`src/hdl/swept_box_object_collision_unit_macros.svh`:
```
// Assertion helpers shared by the collision unit.
`ifndef SWEPT_BOX_OBJECT_COLLISION_UNIT_MACROS_SVH
`define SWEPT_BOX_OBJECT_COLLISION_UNIT_MACROS_SVH

// Check a property on every rising clock edge outside reset.
`define SBCU_ASSERT(lbl, clk, rst_n, prop, msg) \
	lbl: assert property (@(posedge clk) disable iff (!rst_n) prop) else $error(msg);

// Check an implication that must hold in the cycle after its trigger.
`define SBCU_ASSERT_NEXT(lbl, clk, rst_n, trig, cons, msg) \
	lbl: assert property (@(posedge clk) disable iff (!rst_n) (trig) |=> (cons)) else $error(msg);

`endif

```
`src/hdl/sbcu_pkg.sv`:
```
package sbcu_pkg;

	localparam int unsigned NUM_OBJECTS_DEF = 16;
	localparam int unsigned IDX_W = 8;
	localparam int unsigned EDGE_W = 16;
	localparam int unsigned WORLD_W = 15;
	localparam int unsigned CFG_IDX_W = 8;

	localparam logic [WORLD_W-1:0] WORLD_RESET = 15'd16384;

	localparam logic [CFG_IDX_W-1:0] REG_WORLD_WIDTH = 8'd0;
	localparam logic [CFG_IDX_W-1:0] REG_WORLD_HEIGHT = 8'd1;

	localparam logic FUNC_WRITE = 1'b0;
	localparam logic FUNC_QUERY = 1'b1;

	localparam logic [3:0] HEAD_NONE = 4'd0;
	localparam logic [3:0] HEAD_UP = 4'd1;
	localparam logic [3:0] HEAD_DOWN = 4'd2;
	localparam logic [3:0] HEAD_LEFT = 4'd3;
	localparam logic [3:0] HEAD_RIGHT = 4'd4;
	localparam logic [3:0] HEAD_UPLEFT = 4'd5;
	localparam logic [3:0] HEAD_DOWNLEFT = 4'd6;
	localparam logic [3:0] HEAD_UPRIGHT = 4'd7;
	localparam logic [3:0] HEAD_DOWNRIGHT = 4'd8;

	localparam logic [1:0] STAT_NONE = 2'd0;
	localparam logic [1:0] STAT_HIT = 2'd1;
	localparam logic [1:0] STAT_OOB = 2'd2;

	typedef struct packed {
		logic signed [EDGE_W-1:0] left;
		logic signed [EDGE_W-1:0] right;
		logic signed [EDGE_W-1:0] top;
		logic signed [EDGE_W-1:0] bottom;
	} box_t;

	typedef struct packed {
		logic valid;
		logic [3:0] slot;
		logic enable;
		box_t box;
	} wr_t;

	typedef struct packed {
		logic done;
		logic found;
		logic [IDX_W-1:0] idx;
		box_t box;
	} token_t;

endpackage

```
`src/hdl/sbcu_cell.sv`:
```
module sbcu_cell #(
	parameter int unsigned CELL_IDX = 0
) (
	input logic clk,
	input logic arst_n,
	input sbcu_pkg::wr_t wr,
	input logic tok_vld_in,
	input sbcu_pkg::token_t tok_in,
	output logic tok_vld_out,
	output sbcu_pkg::token_t tok_out
);

	logic en_q;
	sbcu_pkg::box_t obj_q;
	logic tok_vld_q;
	sbcu_pkg::token_t tok_q;
	sbcu_pkg::token_t tok_nxt;
	logic wr_hit;
	logic overlap;

	assign wr_hit = wr.valid && (8'(wr.slot) == 8'(CELL_IDX));

	assign overlap = en_q
		&& ($signed(tok_in.box.left) <= $signed(obj_q.right))
		&& ($signed(tok_in.box.right) >= $signed(obj_q.left))
		&& ($signed(tok_in.box.top) <= $signed(obj_q.bottom))
		&& ($signed(tok_in.box.bottom) >= $signed(obj_q.top));

	always_comb begin
		tok_nxt = tok_in;
		if (!tok_in.done && !tok_in.found && overlap) begin
			tok_nxt.found = 1'b1;
			tok_nxt.idx = 8'(CELL_IDX);
		end
	end

	always_ff @(posedge clk or negedge arst_n) begin
		if (!arst_n) begin
			en_q <= 1'b0;
			tok_vld_q <= 1'b0;
		end else begin
			tok_vld_q <= tok_vld_in;
			if (wr_hit) begin
				en_q <= wr.enable;
			end
		end
	end

	always_ff @(posedge clk) begin
		if (wr_hit) begin
			obj_q <= wr.box;
		end
		tok_q <= tok_nxt;
	end

	assign tok_vld_out = tok_vld_q;
	assign tok_out = tok_q;

endmodule

```
`src/hdl/swept_box_object_collision_unit.sv`:
```
// Swept-box collision unit.
// Input stream (s_*): s_tuser selects a slot write (0) or a query (1); s_tdata carries
// the slot, position, hitbox, enable, heading and speed. Writes update one object
// cell in the transfer cycle and give no result. A query yields one result on m_*:
// m_tuser is the status (0 no hit, 1 object hit, 2 out of bounds), m_tdata the slot.
// A query runs through a row of NUM_OBJECTS cells, one cell per cycle; its result passes
// through the head register, the cell row, the pending and the output register.
// One query is in flight at a time; s_tready stays low from a query transfer until
// its result has moved into the output register, so a new query is not taken before
// the last one is through, while writes are taken whenever s_tready is high.
// The cfg channel writes world width (index 0) and height (index 1); other indexes
// are dropped. cfg_ready is always high.
// Reset clears every enable bit, the world size to 16384 and all valid flags.
// A stalled receiver holds the result in the output register; the next item is still
// taken, and a further query waits in a pending register until the output drains.
module swept_box_object_collision_unit #(
	parameter int unsigned NUM_OBJECTS = sbcu_pkg::NUM_OBJECTS_DEF
) (
	input logic clk,
	input logic arst_n,
	input logic s_tvalid,
	output logic s_tready,
	// [3:0] slot, [17:4] pos_x, [31:18] pos_y, [39:32] box_off_x, [47:40] box_off_y,
	// [55:48] box_width, [63:56] box_height, [64] enable, [68:65] heading, [76:69] speed
	input logic [79:0] s_tdata,
	// [0] func
	input logic s_tuser,
	output logic m_tvalid,
	input logic m_tready,
	// [3:0] hit_slot
	output logic [7:0] m_tdata,
	// [1:0] status
	output logic [1:0] m_tuser,
	input logic cfg_valid,
	output logic cfg_ready,
	input logic [sbcu_pkg::CFG_IDX_W-1:0] cfg_index,
	input logic [sbcu_pkg::WORLD_W-1:0] cfg_data
);

	logic [sbcu_pkg::WORLD_W-1:0] world_w_q;
	logic [sbcu_pkg::WORLD_W-1:0] world_h_q;
	logic busy_q;
	logic in_xfer;
	logic [13:0] pos_x, pos_y;
	logic [7:0] off_x, off_y, size_w, size_h, speed;
	logic [3:0] heading;
	sbcu_pkg::box_t base_box;
	sbcu_pkg::box_t swept_box;
	sbcu_pkg::wr_t wr;
	logic head_vld_q;
	sbcu_pkg::box_t head_box_q;
	logic head_oob;
	logic tok_vld [0:NUM_OBJECTS];
	sbcu_pkg::token_t tok [0:NUM_OBJECTS];
	logic [NUM_OBJECTS-1:0] cell_vld;
	logic pend_vld_q;
	logic [1:0] pend_stat_q;
	logic [3:0] pend_slot_q;
	logic out_vld_q;
	logic [1:0] out_stat_q;
	logic [3:0] out_slot_q;
	logic out_free;
	logic [1:0] tail_stat;

	assign s_tready = !busy_q;
	assign in_xfer = s_tvalid && s_tready;
	assign cfg_ready = 1'b1;

	assign pos_x = s_tdata[17:4];
	assign pos_y = s_tdata[31:18];
	assign off_x = s_tdata[39:32];
	assign off_y = s_tdata[47:40];
	assign size_w = s_tdata[55:48];
	assign size_h = s_tdata[63:56];
	assign heading = s_tdata[68:65];
	assign speed = s_tdata[76:69];

	always_comb begin
		base_box.left = 16'(pos_x) + 16'(off_x);
		base_box.top = 16'(pos_y) + 16'(off_y);
		base_box.right = base_box.left + 16'(size_w) - 16'd1;
		base_box.bottom = base_box.top + 16'(size_h) - 16'd1;
		swept_box = base_box;
		case (heading)
			sbcu_pkg::HEAD_UP: swept_box.top = base_box.top - 16'(speed);
			sbcu_pkg::HEAD_DOWN: swept_box.bottom = base_box.bottom + 16'(speed);
			sbcu_pkg::HEAD_LEFT: swept_box.left = base_box.left - 16'(speed);
			sbcu_pkg::HEAD_RIGHT: swept_box.right = base_box.right + 16'(speed);
			sbcu_pkg::HEAD_UPLEFT: begin
				swept_box.top = base_box.top - 16'(speed);
				swept_box.left = base_box.left - 16'(speed);
			end
			sbcu_pkg::HEAD_DOWNLEFT: begin
				swept_box.bottom = base_box.bottom + 16'(speed);
				swept_box.left = base_box.left - 16'(speed);
			end
			sbcu_pkg::HEAD_UPRIGHT: begin
				swept_box.top = base_box.top - 16'(speed);
				swept_box.right = base_box.right + 16'(speed);
			end
			sbcu_pkg::HEAD_DOWNRIGHT: begin
				swept_box.bottom = base_box.bottom + 16'(speed);
				swept_box.right = base_box.right + 16'(speed);
			end
			default: swept_box = base_box;
		endcase
	end

	assign wr.valid = in_xfer && (s_tuser == sbcu_pkg::FUNC_WRITE);
	assign wr.slot = s_tdata[3:0];
	assign wr.enable = s_tdata[64];
	assign wr.box = base_box;

	always_ff @(posedge clk or negedge arst_n) begin
		if (!arst_n) begin
			world_w_q <= sbcu_pkg::WORLD_RESET;
			world_h_q <= sbcu_pkg::WORLD_RESET;
		end else if (cfg_valid && cfg_ready) begin
			case (cfg_index)
				sbcu_pkg::REG_WORLD_WIDTH: world_w_q <= cfg_data;
				sbcu_pkg::REG_WORLD_HEIGHT: world_h_q <= cfg_data;
				default: world_w_q <= world_w_q;
			endcase
		end
	end

	always_ff @(posedge clk or negedge arst_n) begin
		if (!arst_n) begin
			head_vld_q <= 1'b0;
		end else begin
			head_vld_q <= in_xfer && (s_tuser == sbcu_pkg::FUNC_QUERY);
		end
	end

	always_ff @(posedge clk) begin
		head_box_q <= swept_box;
	end

	assign head_oob = head_box_q.left[sbcu_pkg::EDGE_W-1]
		|| head_box_q.top[sbcu_pkg::EDGE_W-1]
		|| ($signed({head_box_q.right[sbcu_pkg::EDGE_W-1], head_box_q.right})
			>= $signed({2'b00, world_w_q}))
		|| ($signed({head_box_q.bottom[sbcu_pkg::EDGE_W-1], head_box_q.bottom})
			>= $signed({2'b00, world_h_q}));

	assign tok_vld[0] = head_vld_q;
	assign tok[0].done = head_oob;
	assign tok[0].found = 1'b0;
	assign tok[0].idx = '0;
	assign tok[0].box = head_box_q;

	for (genvar k = 0; k < NUM_OBJECTS; k++) begin : g_cell
		sbcu_cell #(
			.CELL_IDX(k)
		) u_cell (
			.clk(clk),
			.arst_n(arst_n),
			.wr(wr),
			.tok_vld_in(tok_vld[k]),
			.tok_in(tok[k]),
			.tok_vld_out(tok_vld[k+1]),
			.tok_out(tok[k+1])
		);
		assign cell_vld[k] = tok_vld[k+1];
	end

	always_comb begin
		if (tok[NUM_OBJECTS].done) begin
			tail_stat = sbcu_pkg::STAT_OOB;
		end else if (tok[NUM_OBJECTS].found) begin
			tail_stat = sbcu_pkg::STAT_HIT;
		end else begin
			tail_stat = sbcu_pkg::STAT_NONE;
		end
	end

	assign out_free = !out_vld_q || m_tready;

	always_ff @(posedge clk or negedge arst_n) begin
		if (!arst_n) begin
			busy_q <= 1'b0;
			pend_vld_q <= 1'b0;
			out_vld_q <= 1'b0;
		end else begin
			if (in_xfer && (s_tuser == sbcu_pkg::FUNC_QUERY)) begin
				busy_q <= 1'b1;
			end else if (pend_vld_q && out_free) begin
				busy_q <= 1'b0;
			end
			if (tok_vld[NUM_OBJECTS]) begin
				pend_vld_q <= 1'b1;
			end else if (out_free) begin
				pend_vld_q <= 1'b0;
			end
			if (out_free) begin
				out_vld_q <= pend_vld_q;
			end
		end
	end

	always_ff @(posedge clk) begin
		if (tok_vld[NUM_OBJECTS]) begin
			pend_stat_q <= tail_stat;
			pend_slot_q <= (tail_stat == sbcu_pkg::STAT_HIT) ? 4'(tok[NUM_OBJECTS].idx) : 4'd0;
		end
		if (out_free && pend_vld_q) begin
			out_stat_q <= pend_stat_q;
			out_slot_q <= pend_slot_q;
		end
	end

	assign m_tvalid = out_vld_q;
	assign m_tuser = out_stat_q;
	assign m_tdata = 8'(out_slot_q);

	`include "swept_box_object_collision_unit_macros.svh"

	`SBCU_ASSERT_NEXT(a_query_blocks, clk, arst_n, in_xfer && s_tuser == sbcu_pkg::FUNC_QUERY, !s_tready, "query transfer did not close the input")
	`SBCU_ASSERT(a_one_in_flight, clk, arst_n, $countones(cell_vld) <= 1, "more than one query in the cell row")
	`SBCU_ASSERT(a_pend_busy, clk, arst_n, !pend_vld_q || busy_q, "pending result without a query in flight")
	`SBCU_ASSERT(a_slot_zero, clk, arst_n, !m_tvalid || m_tuser == sbcu_pkg::STAT_HIT || m_tdata == 8'd0, "slot set on a result without a hit")

endmodule

```
`config.mk`:
```
export PLATFORM = sky130hd
export DESIGN_NAME = swept_box_object_collision_unit
export DESIGN_NICKNAME = d
export VERILOG_FILES = /design/src/hdl/sbcu_pkg.sv /design/src/hdl/sbcu_cell.sv /design/src/hdl/swept_box_object_collision_unit.sv
export VERILOG_INCLUDE_DIRS = /design/src /design/src/hdl
export SDC_FILE = /design/constraint.sdc
export NUM_CORES = 2
export LEC_CHECK = 0
export BUFFER_PORTS_ARGS = -buffer_cell sky130_fd_sc_hd__buf_2
export CAP_MARGIN = 20
export CORE_MARGIN = 4
export CORE_UTILIZATION = 50
export DETAILED_ROUTE_END_ITERATION = 8
export GPL_TIMING_DRIVEN = 0
export PLACE_DENSITY = 0.78
export SLEW_MARGIN = 20
export SYNTH_ARGS = -nofsm -noshare
export SYNTH_HDL_FRONTEND = slang
export SYNTH_SLANG_ARGS = --single-unit
```
`constraint.sdc`:
```
create_clock -name clk -period 6 [get_ports clk]
set_input_delay 1.2 -clock clk [delete_from_list [all_inputs] [get_ports clk]]
set_output_delay 1.2 -clock clk [all_outputs]
set_load 0.05 [all_outputs]
```
==> flow_summary.yaml <==
outcome:
  status: "complete, no violations"
sta:
  period_needed_ns: 5.728
  drv_slew: 0
  finClkSkew_ns: 0.02782
  period_share: 0.9547
  rsz0062_at_grt: "no"
  tns_ns: 0
  final_hold_viol_count: 0
  final-setup-viol-count: 0
  tightest_slew_ns: 1.092
  setup_ws_ns: 0.2718
  slew_headroom: 0.2700
  fmax_mhz: 174.6
synthesis:
  yosysTopAreaCellShare: 0.3494
  synth_area_leaders: "edfxtp_1 (35%), dfxtp_1 (26%), ha_1 (16%)"
  synth-seq-cells: 2175
  yosysMostFrequentCell: "inv_1"
  synthArstFlopShare: 0.03034
  synth_cells: 6618
  ys.flop_type: "dfxtp_1"
  synth_common_cells: "inv_1 (1136), ha_1 (1110), dfxtp_1 (1105)"
  netlist_area_sq_um: 86290
  yosysWarnings: 0
  synth_cell_types: 90
  postSynthAreaPerCell_sq_um: 13.04
  yosysTopAreaCell: "edfxtp_1"
  synth-edff-count: 1004
  seq_area_frac_synth: 0.6249
cts:
  clockRootBuffer: "clkbuf_16"
  cts_max_level: 4
  numCtsBuffers: 200
  clock_latency_ns: 0.82
  cts_sinks: 2175
  cts_hold_buf: 0
  cts_buffer_depth: 3
  tritoncts: "yes"
  clkSlewWorstSetupHoldPaths_ns: 0.06
placement:
  dp_hpwl_mm: 134.2
  portBuffers: 111
  dp_slack_ns: -1.126
  globalplace.congestion: 0.8893
drt:
  dr.pass1.iters: 6
  vias: 49450
  viasPerCell: 5.200
  drc: 0
  wl_per_cell_microns: 18.47
  routed_wl_mm: 175.6
  ant_nets: 0
  drt_first_iter_violations: 2915
die:
  die_x_microns: 423.4
  fp-row-count: 152
  die_area_sq_um: 179300
  start_util: 0.5030
  ios: 122
  die_height_microns: 423.4
  core_sq_um: 171500
grt:
  antenna_found_initial: 4
  grt_pass1_vias: 51550
  grt_pass1_wl_mm: 276.1
  gr-usage-all-layers: 0.1950
  grt_max_degree: 45
  overflow: 0
final_layout:
  syn_to_final_growth_pct: 13.96
  drive_gt1_frac: 0.09019
  final_nets: 8243
  multiInputGateArea_sq_um: 28480
  final.fill_count: 12880
  regArea_sq_um: 53920
critical_path:
  crit_fanout: 18
  timing.rr.end: "g_cell[4].u_cell.tok_out[72]"
  required_ns: 6.70
  cp.arrival_ns: 6.43
  cp-end-kind: "flip-flop"
  rr_worst_depth: 13
  r2r-start: "g_cell[4].u_cell.obj_q[17]"
  regToRegSetupSlack_ns: 2.39
  cp-start-kind: "input pin"
  critPathKind: "input pin to flip-flop"
power_and_ir_drop:
  powerDensity_nw_per_um2: 413.7
  p_int_w: 0.02926
  power_switching_w: 0.01143
  power_leakage_nw: 43.76
  p_seq_frac: 0.493
  p_clk_frac: 0.318
  swShare: 0.2808
  p_comb_frac: 0.189
  peakVddDrop_mv: 0.4208
  p_total_w: 0.04068
worst_hold_path:
  hp-class: "input pin to async pin"
run:
  drv_cap: 0
==> power by group through the flow <==
stage               sequential [W]  combinational (W)  clock (W)
floorplan                   0.0196            0.00478          0
global placement            0.0202            0.00668          0
detailed placement          0.0203            0.00756          0
CTS                         0.0200            0.00772     0.0131
global route                0.0203            0.00869     0.0138
finish                      0.0201            0.00770     0.0129
==> state kept, by name, summed over array words and instances, names as in the netlist, 2 cells and up <==
register and count:
world_h_q 15, pend_slot_q 4, g_cell.u_cell.obj_q 992, head_box_q 64
out_slot_q 4, m_tuser 2, g_cell.u_cell.en_q 16, world_w_q 15
g_cell.u_cell.tok_out 1041, g_cell.u_cell.tok_vld_out 16, pend_stat_q 2
==> cell type report <==
class	instances	share of cell area
tap	2310	0.02939
clock inverter	77	0.009607
antenna	2	0.00005090
buffer	22	0.001082
multi-input combinational	3287	0.2897
clock buffer	305	0.06025
sequential	2175	0.5484
timing repair buffer	192	0.01811
inverter	1138	0.04347
==> worst max-delay path, stage by stage <==
cell and delay (ns):
buf_2 0.10, ha_1 0.23, fa_2 0.61, inv_1 0.06, ha_1 0.26, inv_1 0.04
ha_1 0.21, fa_1 0.43, a21o_1 0.22, a21oi_2 0.23, nor2_1 0.07, o21ai_1 0.17
nor2b_4 0.22, xnor2_4 0.22, ha_1 0.42, o21ai_0 0.09, a21oi_1 0.12, o21ai_0 0.13
or2_2 0.37, or3_1 0.33, or4_1 0.41, o311a_1 0.13, xnor2_1 0.12
==> timing repair <==
action	4_1_cts	5_1_grt
gates cloned	0	1
setup endpoints to repair	21	15
resized for setup	1	6
buffers inserted	2	2
pin swaps	1	2
==> worst max path at each step <==
stage	to	startpoint	slack, ns	cells past startpoint
after floorplan	head_box_q[13]	s_tdata[18]	0.04	22
after global placement	head_box_q[47]	s_tdata[5]	-3.23	21
after detailed placement	head_box_q[13]	s_tdata[18]	-1.13	23
after CTS	head_box_q[13]	s_tdata[19]	0.17	24
after global routing	head_box_q[13]	s_tdata[18]	0.02	23
final	head_box_q[13]	s_tdata[18]	0.27	23
==> through the flow <==
step	cells	hold slack (ns)	cell area [sq um]	utilization
2_1_floorplan	6621	0.3224	86350	-
3_3_place_gp	9042	0.3322	89790	0.5234
3_5_place_dp	9119	0.3333	91360	0.5326
4_1_cts	9503	0.3032	98260	0.5728
5_1_grt	9508	0.3345	98330	0.5732
6_report	9508	0.3338	98330	0.5732
==> placed cells by master, fill, tap and decap left out, types with 17 or more instances in the layout <==
cell type	Yosys	final
inv_1	1136	1136
ha_1	1110	1109
dfxtp_1	1105	1105
edfxtp_1	1004	1004
o21a_1	245	245
a21oi_1	227	225
clkbuf_16	0	212
a21o_1	194	194
o21ai_0	191	190
nand4_1	155	155
nor2_1	149	137
nand2_1	135	135
nor2b_1	124	123
buf_2	1	114
nand2b_1	97	97
clkbuf_1	15	81
dfrtp_1	64	64
nand3_1	61	61
xnor2_1	84	60
nor3_1	46	42
mux2_2	39	39
nor4_1	31	30
a211oi_1	27	27
clkbuf_8	0	27
clkinv_2	0	27
buf_8	0	26
o21bai_1	24	24
buf_12	0	24
xor2_1	31	23
a31oi_1	23	23
and4_1	23	23
buf_6	0	23
xnor2_2	0	21
or2_2	21	21
and2_1	17	17
==> kinds of logic (layout without fill, tap and decap cells) <==
family | after synthesis | after routing | synth area share
fa+ha+maj | 1119 | 1119 | 0.1629
compound gates | 1077 | 1077 | 0.08406
simple gates | 924 | 924 | 0.05909
buf+inv | 1160 | 1734 | 0.05077
mux | 43 | 43 | 0.005554
flops | 2175 | 2175 | 0.6249
other cells | 2 | 7 | 0.00008703
xor+xnor | 118 | 119 | 0.01257
==> layer usage <==
metal,global-route usage,vias to the layer above,part of all wire
li1,-,23980,-
met1,0.2462,23960,0.44
met2,0.3295,1079,0.47
met3,0.02520,420,0.036
met4,0.1008,4,0.053
met5,0,-,0.00015
No activity file was read; power rests on OpenSTA's default activity.
